<file path="config.mk">
export PLATFORM = sky130hd
export DESIGN_NAME = running_mean_stddev_stats_core
export DESIGN_NICKNAME = d
export VERILOG_FILES = /design/src/design/rmss_pkg.sv /design/src/design/running_mean_stddev_stats_core.sv
export VERILOG_INCLUDE_DIRS = /design/src /design/src/design
export SDC_FILE = /design/constraint.sdc
export NUM_CORES = 2
export LEC_CHECK = 0
export BUFFER_PORTS_ARGS = -buffer_cell sky130_fd_sc_hd__buf_2
export CAP_MARGIN = 20
export CELL_PAD_IN_SITES_DETAIL_PLACEMENT = 1
export CELL_PAD_IN_SITES_GLOBAL_PLACEMENT = 2
export CORE_MARGIN = 4
export CORE_UTILIZATION = 30
export CTS_BUF_LIST = sky130_fd_sc_hd__clkbuf_4
export CTS_CLUSTER_SIZE = 10
export DETAILED_ROUTE_END_ITERATION = 6
export PLACE_DENSITY_LB_ADDON = 0.05
export SYNTH_ARGS = -nofsm -noshare
export SYNTH_HDL_FRONTEND = slang
export SYNTH_SLANG_ARGS = --single-unit
</file>
<file path="constraint.sdc">
create_clock -name clk_i -period 7.8 [get_ports clk_i]
set_input_delay 0 -clock clk_i [delete_from_list [all_inputs] [get_ports clk_i]]
set_output_delay 0 -clock clk_i [all_outputs]
set_load 0.02 [all_outputs]
</file>
<file path="src/design/running_mean_stddev_stats_core_macros.svh">
// Assertion macros for the running statistics core.
`ifndef RUNNING_MEAN_STDDEV_STATS_CORE_MACROS_SVH
`define RUNNING_MEAN_STDDEV_STATS_CORE_MACROS_SVH

`ifndef NO_ASSERTIONS
`define RMSS_ASSERT_IMPLIES(label, clk, rst_n, ante, cons) \
  label: assert property (@(posedge clk) disable iff (!rst_n) (ante) |-> (cons)) \
    else $error("rmss assertion failed");
`define RMSS_ASSERT_NEXT(label, clk, rst_n, ante, cons) \
  label: assert property (@(posedge clk) disable iff (!rst_n) (ante) |=> (cons)) \
    else $error("rmss assertion failed");
`else
`define RMSS_ASSERT_IMPLIES(label, clk, rst_n, ante, cons)
`define RMSS_ASSERT_NEXT(label, clk, rst_n, ante, cons)
`endif

`endif

</file>
<file path="src/design/rmss_pkg.sv">
// Widths and constants of the running statistics core.
`timescale 1ns / 1ps
package rmss_pkg;
  localparam int SAMPLE_W  = 16;
  localparam int COUNT_W   = 32;
  localparam int FRAC_BITS = 8;
  localparam int MEAN_W    = 24;
  localparam int ACC_W     = 64;
  localparam int PROD_W    = 2 * MEAN_W;
  localparam int VAR_W     = ACC_W - FRAC_BITS;
  localparam int ROOT_W    = VAR_W / 2;
  localparam int OUT_W     = COUNT_W + 4 * SAMPLE_W;
  localparam logic [FRAC_BITS-1:0] ROUND_HALF = 8'd128;
endpackage

</file>
<file path="src/design/running_mean_stddev_stats_core.sv">
// Running count, min, max, Welford mean and standard deviation of a sample stream.
`timescale 1ns / 1ps
`include "running_mean_stddev_stats_core_macros.svh"

// One input item is one unsigned 16-bit sample; one result item follows each
// sample. A bit-serial restoring divider (one quotient bit per cycle) runs 24
// steps for the mean update and 64 steps for the variance, and a bit-serial
// square root takes 28 steps (two radicand bits per cycle); the steps ST_MEAN,
// ST_MUL, ST_ACC, ST_VAR and ST_RND sit between them. The first sample and a
// saturated count skip the mean division. The next sample is taken once the
// previous result has been placed in the output register.
module running_mean_stddev_stats_core (
  input  logic        clk_i,
  input  logic        rst_ni,
  input  logic        s_axis_tvalid,
  output logic        s_axis_tready,
  input  logic [15:0] s_axis_tdata,   // sample
  output logic        m_axis_tvalid,
  input  logic        m_axis_tready,
  output logic [95:0] m_axis_tdata    // count, min_seen, max_seen, mean_rounded, std_dev
);

  typedef enum logic [3:0] {
    ST_IDLE, ST_DIV_M, ST_MEAN, ST_MUL, ST_ACC, ST_VAR, ST_DIV_V, ST_RND, ST_SQRT, ST_DONE
  } state_e;

  localparam int SW = rmss_pkg::SAMPLE_W;
  localparam int CW = rmss_pkg::COUNT_W;
  localparam int MW = rmss_pkg::MEAN_W;
  localparam int AW = rmss_pkg::ACC_W;
  localparam int FB = rmss_pkg::FRAC_BITS;
  localparam int VW = rmss_pkg::VAR_W;
  localparam int RW = rmss_pkg::ROOT_W;

  state_e                   state_q;
  logic [CW-1:0]            cnt_q;
  logic [SW-1:0]            min_q, max_q, samp_q;
  logic [MW-1:0]            mean_q, d1_q, d2_q;
  logic                     up_q;
  logic [AW-1:0]            sqsum_q;
  logic [rmss_pkg::PROD_W-1:0] prod_q;
  logic [AW-1:0]            dq_q;
  logic [CW-1:0]            rem_q, div_q;
  logic [5:0]               it_q;
  logic [VW-1:0]            sqv_q;
  logic [CW-1:0]            srem_q;
  logic [RW-1:0]            root_q;
  logic                     m_valid_q;
  logic [rmss_pkg::OUT_W-1:0] m_data_q;

  logic          s_hs;
  logic [MW-1:0] s_fix, samp_fix;
  logic          up_in;
  logic [MW-1:0] d1_in;
  logic [CW:0]   rem_sh, rem_diff;
  logic          div_ge;
  logic [MW-1:0] mean_nx, d2_nx;
  logic [AW:0]   acc_sum, rnd_sum;
  logic [AW-1:0] acc_sat, rnd_sat;
  logic [CW-1:0] srem_sh, trial;
  logic          sq_ge;
  logic [MW:0]   mean_rnd;
  logic [SW-1:0] std_val;

  assign s_hs          = s_axis_tvalid && s_axis_tready;
  assign s_axis_tready = (state_q == ST_IDLE);
  assign m_axis_tvalid = m_valid_q;
  assign m_axis_tdata  = m_data_q;

  always_comb begin
    s_fix    = {s_axis_tdata, {FB{1'b0}}};
    samp_fix = {samp_q, {FB{1'b0}}};
    up_in    = (s_fix >= mean_q);
    d1_in    = up_in ? (s_fix - mean_q) : (mean_q - s_fix);
    // restoring divider step
    rem_sh   = {rem_q, dq_q[AW-1]};
    rem_diff = rem_sh - {1'b0, div_q};
    div_ge   = !rem_diff[CW];
    mean_nx  = up_q ? (mean_q + dq_q[MW-1:0]) : (mean_q - dq_q[MW-1:0]);
    d2_nx    = up_q ? (samp_fix - mean_nx) : (mean_nx - samp_fix);
    acc_sum  = {1'b0, sqsum_q} + {{(AW+1-(rmss_pkg::PROD_W-FB)){1'b0}},
                                  prod_q[rmss_pkg::PROD_W-1:FB]};
    acc_sat  = acc_sum[AW] ? {AW{1'b1}} : acc_sum[AW-1:0];
    rnd_sum  = {1'b0, dq_q} + {{(AW+1-FB){1'b0}}, rmss_pkg::ROUND_HALF};
    rnd_sat  = rnd_sum[AW] ? {AW{1'b1}} : rnd_sum[AW-1:0];
    // square root step: two radicand bits in, one root bit out
    srem_sh  = {srem_q[CW-3:0], sqv_q[VW-1:VW-2]};
    trial    = {{(CW-RW-2){1'b0}}, root_q, 2'b01};
    sq_ge    = (srem_sh >= trial);
    mean_rnd = {1'b0, mean_q} + {{(MW+1-FB){1'b0}}, rmss_pkg::ROUND_HALF};
    std_val  = (root_q[RW-1:SW] != '0) ? {SW{1'b1}} : root_q[SW-1:0];
  end

  always_ff @(posedge clk_i or negedge rst_ni) begin
    if (!rst_ni) begin
      state_q   <= ST_IDLE;
      cnt_q     <= '0;
      min_q     <= '0;
      max_q     <= '0;
      samp_q    <= '0;
      mean_q    <= '0;
      d1_q      <= '0;
      d2_q      <= '0;
      up_q      <= 1'b0;
      sqsum_q   <= '0;
      prod_q    <= '0;
      dq_q      <= '0;
      rem_q     <= '0;
      div_q     <= '0;
      it_q      <= '0;
      sqv_q     <= '0;
      srem_q    <= '0;
      root_q    <= '0;
      m_valid_q <= 1'b0;
      m_data_q  <= '0;
    end else begin
      // ST_DONE handles the output register itself
      if (m_axis_tready && state_q != ST_DONE) begin
        m_valid_q <= 1'b0;
      end
      case (state_q)
        ST_IDLE: begin
          if (s_hs) begin
            samp_q <= s_axis_tdata;
            if (cnt_q == '0) begin
              cnt_q   <= {{(CW-1){1'b0}}, 1'b1};
              min_q   <= s_axis_tdata;
              max_q   <= s_axis_tdata;
              mean_q  <= s_fix;
              state_q <= ST_VAR;
            end else begin
              if (s_axis_tdata < min_q) min_q <= s_axis_tdata;
              if (s_axis_tdata > max_q) max_q <= s_axis_tdata;
              if (cnt_q != {CW{1'b1}}) begin
                up_q    <= up_in;
                d1_q    <= d1_in;
                dq_q    <= {d1_in, {(AW-MW){1'b0}}};
                rem_q   <= '0;
                div_q   <= cnt_q + 1'b1;
                it_q    <= 6'(MW - 1);
                state_q <= ST_DIV_M;
              end else begin
                state_q <= ST_VAR;
              end
            end
          end
        end
        ST_DIV_M: begin
          rem_q <= div_ge ? rem_diff[CW-1:0] : rem_sh[CW-1:0];
          dq_q  <= {dq_q[AW-2:0], div_ge};
          it_q  <= it_q - 1'b1;
          if (it_q == '0) state_q <= ST_MEAN;
        end
        ST_MEAN: begin
          mean_q  <= mean_nx;
          d2_q    <= d2_nx;
          cnt_q   <= cnt_q + 1'b1;
          state_q <= ST_MUL;
        end
        ST_MUL: begin
          prod_q  <= d1_q * d2_q;
          state_q <= ST_ACC;
        end
        ST_ACC: begin
          sqsum_q <= acc_sat;
          state_q <= ST_VAR;
        end
        ST_VAR: begin
          if (cnt_q < CW'(2)) begin
            root_q  <= '0;
            state_q <= ST_DONE;
          end else begin
            dq_q    <= sqsum_q;
            rem_q   <= '0;
            div_q   <= cnt_q - 1'b1;
            it_q    <= 6'(AW - 1);
            state_q <= ST_DIV_V;
          end
        end
        ST_DIV_V: begin
          rem_q <= div_ge ? rem_diff[CW-1:0] : rem_sh[CW-1:0];
          dq_q  <= {dq_q[AW-2:0], div_ge};
          it_q  <= it_q - 1'b1;
          if (it_q == '0) state_q <= ST_RND;
        end
        ST_RND: begin
          sqv_q   <= rnd_sat[AW-1:FB];
          srem_q  <= '0;
          root_q  <= '0;
          it_q    <= 6'(RW - 1);
          state_q <= ST_SQRT;
        end
        ST_SQRT: begin
          srem_q <= sq_ge ? (srem_sh - trial) : srem_sh;
          root_q <= {root_q[RW-2:0], sq_ge};
          sqv_q  <= {sqv_q[VW-3:0], 2'b00};
          it_q   <= it_q - 1'b1;
          if (it_q == '0) state_q <= ST_DONE;
        end
        ST_DONE: begin
          if (!m_valid_q || m_axis_tready) begin
            m_valid_q <= 1'b1;
            m_data_q  <= {std_val, mean_rnd[MW-1:FB], max_q, min_q, cnt_q};
            state_q   <= ST_IDLE;
          end
        end
        default: state_q <= ST_IDLE;
      endcase
    end
  end

  `RMSS_ASSERT_NEXT(a_cnt_sticky, clk_i, rst_ni, cnt_q != '0, cnt_q != '0)
  `RMSS_ASSERT_IMPLIES(a_min_le_max, clk_i, rst_ni, cnt_q != '0, min_q <= max_q)
  `RMSS_ASSERT_NEXT(a_busy_after_take, clk_i, rst_ni, s_hs, state_q != ST_IDLE)
  `RMSS_ASSERT_IMPLIES(a_result_has_count, clk_i, rst_ni, $rose(m_valid_q), cnt_q != '0)

endmodule

</file>
# [After elaboration in Yosys (flattened, before gate mapping)]
# Cells that the tools add are included.
# W data, S select, Z words.
[word_totals] elab_cells=146 regBits=614 out_inout_bits=98
[classes] n_reduce_logical=30 add_sub_neg=14 magnitude_cmp=5 n_eq_ne=21 mul=1 mux=54 bitwise=1
[op_table] op="$mux W64" count=6
[op_table] op="$mux W32" count=11
[op_table] op="$pmux W64 S3" count=1
[op_table] op="$pmux W32 S2" count=2
[op_table] op="$mux W24" count=5
[op_table] op="$sub A24 B24 Y24" count=5
[op_table] op="$pmux W56 S2" count=1
[op_table] op="$pmux W32 S3" count=1
[op_table] op="$pmux W28 S3" count=1
[op_table] op="$mux W16" count=5
[op_table] op="$add A64 B40 Y65" count=1
[op_table] op="$add A64 B8 Y65 const B" count=1
[op_table] op="$pmux W30 S2" count=1
[op_table] op="$mul A24 B24 Y48" count=1
[op_table] op="$pmux W24 S2" count=1
[op_table] op="$pmux W4 S10" count=1
[op_table] op="$sub A33 B32 Y33" count=1
[op_table] op="$add A32 B1 Y32 const B" count=1
[op_table] op="$ge A32 B30 Y1" count=1
[op_table] op="$logic_not A32 Y1" count=1
[op_table] op="$lt A32 B2 Y1 const B" count=1
[op_table] op="$ne A32 B32 Y1 const B" count=1
[op_table] op="$sub A32 B1 Y32 const B" count=1
[op_table] op="$mux W30" count=1
[op_table] op="36 further kinds" count=74

# [Depth between registers and ports, before layout]
[depth] word_depth=6 depth_mapped=28

# [Worst setup path after synthesis]
# Ideal clock, no wire load.
[synth_path] kind="register to register" start="reg d2_q[5]" end="reg prod_q[47] (netlist name)" path_buffers=2 setup_time_ns=0.136 t_arrival_ns=6.962 period_less_slack_ns=7.098 path_stages_with_launch=29 path_slack_ns=0.702 required_ns=7.664 path_cell_list="dfrtp_1 > clkbuf_1 > clkbuf_1 > nand2_1 > fa_1 > inv_1 > fa_1 > inv_1 > fa_1 > inv_1 > fa_1 > inv_1 > fa_1 > inv_1 > fa_1 > inv_1 > fa_1 > inv_1 > ha_1 > and3_1 > a221oi_1 > o211ai_1 > a31oi_1 > a211oi_1 > a41oi_1 > o311a_1 > o21bai_1 > xnor2_1 > o21ai_0"
[synth_via] elab_chain_cells=1
[synth_lines] item="start, declared" line="running_mean_stddev_stats_core.sv:38" rtl="logic [MW-1:0] mean_q, d1_q, d2_q;"
[synth_lines] item="start signal, assigned" line="running_mean_stddev_stats_core.sv:156" rtl="d2_q <= d2_nx;"
[synth_lines] item="$mul A24 B24 Y48" line="running_mean_stddev_stats_core.sv:161" rtl="prod_q <= d1_q * d2_q;"
[synth_lines] item="end signal, assigned" line="running_mean_stddev_stats_core.sv:161"
[synth_lines] item="end, declared" line="running_mean_stddev_stats_core.sv:41" rtl="logic [rmss_pkg::PROD_W-1:0] prod_q;"
# Every way passes these cells.
# A chain may end at the register's enable or synchronous reset.

# [Final worst setup path]
[layout_path] start="reg d1_q[5]" end="reg prod_q[47] (netlist name)"
[layout_via] elab_chain_cells=1
[layout_lines] item="start, declared" line="running_mean_stddev_stats_core.sv:38"
[layout_lines] item="start signal, assigned" line="running_mean_stddev_stats_core.sv:136" rtl="d1_q <= d1_in;"
[layout_lines] item="$mul A24 B24 Y48" line="running_mean_stddev_stats_core.sv:161"
# Every way passes these cells.

==> results.md <==
* Share of cells above drive strength 1 at 9.84%
* Crit path largest cell delay at 0.56 ns
* CTS clk-pin slew, worst paths at 0.07 ns
* Cell count of the worst reg-to-reg path at 28
* Warnings, synthesis at 0
* Cell area after synthesis at about 56000 µm²
* Status: complete, no violations
* Core box area at 186000 µm²
* Crit. End Element: flop
* Initial Util at 30.3%
* CTS H-Tree Depth at 4
* Clk sinks at between 600 and 700
* Vias per Instance at 5.05
* Top cells by count, synth: nand2_1 (925), inv_1 (780), dfrtp_1 (606), o21ai_0 (530), fa_1 (486)
* Placed inst area at between 60000 and 70000 µm²
* Post-detail-place hpwl at 174000 µm
* Final Hold Viols at 0
* Hold Crit Class: input pin to flop
* Synth Flop Type: dfrtp_1
* Library cells used by synthesis at 84
* Slowest cell on crit path: fa_1
* Setup crit start: d1_q[5]
* First-pass GRT wire length at 342000 µm
* Dominant cell type by area after synthesis: dfrtp_1
* All-Layer GR Usage at 23.4%
* Crit Reg-Reg Startpoint: d1_q[5]
* Drt drc at 0
* Crit path required time at 8.86 ns
* Most common cell in the netlist: nand2_1
* Setup TNS at 0 ns
* Critical path class: flop to flop
* Compound-cell area share of the yosys netlist at 14.9%
* DRT Pass-1 Iters at 5
* Fill count at 22048
* TritonCTS clock tree: built
* CTS Buf Count at a little under 200
* Worst Setup Start Kind: flop
* # nets final at 7663
* Least-Margin Pin Slew at 1.07 ns
* Post-synthesis mux area share at 2.12%
* FF-to-FF setup slack at ~0.41 ns
* Asr flop ratio synth at 100%
* Die span in y at 441 µm
* Seq cells post-synth at 606
* Max-slew violations at 0
* Clock Tree Root: clkbuf_4
* Global route overflow at 0
* Setup repair after global routing missed its margin: false
* Max Cap Violations at 0
* Vias in the first global route at 51578
* CP most frequent cell: fa_1
* Wire per inst at 23.9 µm
* Max Buffers Root-to-Sink at 3
* DR iter-0 viols at 2280
* Post-Synth Adder-Cell Area at around a quarter
* Final ANT Viol Nets at 0
* Largest cells by area after synthesis: dfrtp_1 (27%), fa_1 (17%), ha_1 (8.8%)
* Largest family of logic cells by synthesized area: adder cells
* Worst-path maximum fanout at 15
* Final setup fails at 0
* Setup WS post-layout at 0.414 ns
* Max transition margin at 28.4%
* Mapped Cells at 6556
* Tmin final at 7.39 ns
* # port buffers at 117
* Layout area overhead at 12.8%
* XOR/XNOR share of the synthesized area at 4.93%
* Largest net degree at the start of global routing at 137
* Via count of the routed design at 47453
* Syn Nets at 7457
* WL final at 225000 µm
* Syn Area/Cell at approximately 8.6 µm²
* Simple-gate portion of the synthesized area at around 17%
* Number of synthesized flops with an enable pin at 0
* Initial antenna violation count at 11
* CP endpoint: prod_q[47]
* Max Clock Freq at 135 MHz
* Die width at 441 µm
* Die ar. at 195000 µm²
* Final hold slack at between 0.2 and 0.25 ns
* Clk_lat worst skew at ~1.2 ns
* Finished Cell Area at 63600 µm²
* Crit path DAT at around 8.5 ns
* Clock skew at 0.0843 ns
* Global placer's final weighted congestion at 0.829
* Worst Min Path Start: s_axis_tvalid
* # rows at around 160
* Seq/Total Area, Yosys at 26.9%
* I/O pin count at 118
* Pre-CTS setup slack at between 0.2 and 0.3 ns
* Worst r2r dst: prod_q[47]
* Yosys top cell area share at 26.9%
* Final cycle utilization of the critical path at 94.7%
## state kept, by name (all words and copies together) (netlist names), 16 cells and up
register,count
m_axis_tdata,96
mean_q,24
dq_q,64
samp_q,16
d2_q,24
prod_q,40
sqv_q,56
srem_q,30
d1_q,24
min_q,16
div_q,32
cnt_q,32
max_q,16
root_q,28
rem_q,32
sqsum_q,64
## repair_timing
item / CTS / global route
hold endpoints to repair: 493 / 0
buffers inserted: 0 / 0
setup endpoints to repair: 0 / 7
gates resized for setup: 0 / 5
hold buffers: 64 / 0
## per-stage QoR
step	std cells	util, %
5_1_grt	9396	34.1
3_3_place_gp	8977	32.4
6_report	9404	34.2
2_1_floorplan	6556	-
3_5_place_dp	8978	32.4
4_1_cts	9387	34.1
## worst min-delay path by stage
| stage | end | slack, ns | depth (start not counted) |
|---|---|---|---|
| after floorplan | cnt_q[0] | -0.30 | 0 |
| after global placement | m_axis_tdata[92] | 0.09 | 1 |
| after detailed placement | m_axis_tdata[92] | 0.09 | 1 |
| after CTS | cnt_q[1] | 0.06 | 6 |
| after global routing | cnt_q[1] | 0.14 | 6 |
| final | cnt_q[1] | 0.24 | 6 |
## cell type report
class / instances / area, µm² / area share (%)
diodes: 16 / 40.0 / 0.0630
repair buffers: 364 / 2850 / 4.48
inverters: 780 / 2930 / 4.60
well taps: 2480 / 3100 / 4.88
clock inverters: 59 / 347 / 0.545
flip-flops and latches: 606 / 15200 / 23.8
clock buffers: 286 / 2150 / 3.38
multi-input cells: 4813 / 37000 / 58.2
## kinds of logic after synthesis
kind of cell               Yosys count
and+or+nand+nor                   2098
AOI/OAI and AO/OA                 1400
adders and majority gates          881
DFF                                606
buffers and inverters             1137
xor gates and xnor gates           317
muxes                              117
## worst max-delay path: cells and delay by family (launching register included)
| kind | cells | cell delay [ns] |
|---|---|---|
| compound gates | 7 | 1.27 |
| xor+xnor | 1 | 0.13 |
| fa+ha+maj | 8 | 4.05 |
| buf+inv | 9 | 0.93 |
| flops | 1 | 0.40 |
| simple gates | 3 | 0.49 |
## placed cells by master (no fill, tap or decap), drive strengths merged, types with 167 or more instances in the layout
cell    Yosys  layout
nand2     925     925
inv       780     788
dfrtp     606     606
o21ai     534     534
fa        486     486
ha        395     395
nor2      344     344
a21oi     342     342
and2      307     307
buf        44     301
clkbuf    313     286
xnor2     194     194
nand3     167     167
## layer usage
| metal | vias to the layer above | track usage [%] | wire length, µm |
|---|---|---|---|
| met5 | - | 0 | 0 |
| met1 | 24295 | 30.6 | 101000 |
| li1 | 22216 | - | - |
| met3 | 258 | 2.88 | 6490 |
| met2 | 684 | 41.0 | 112000 |
| met4 | 0 | 5.40 | 5250 |
Power is not shown: default switching activity piles up to over one toggle a cycle in this logic, so the estimate is an artifact.
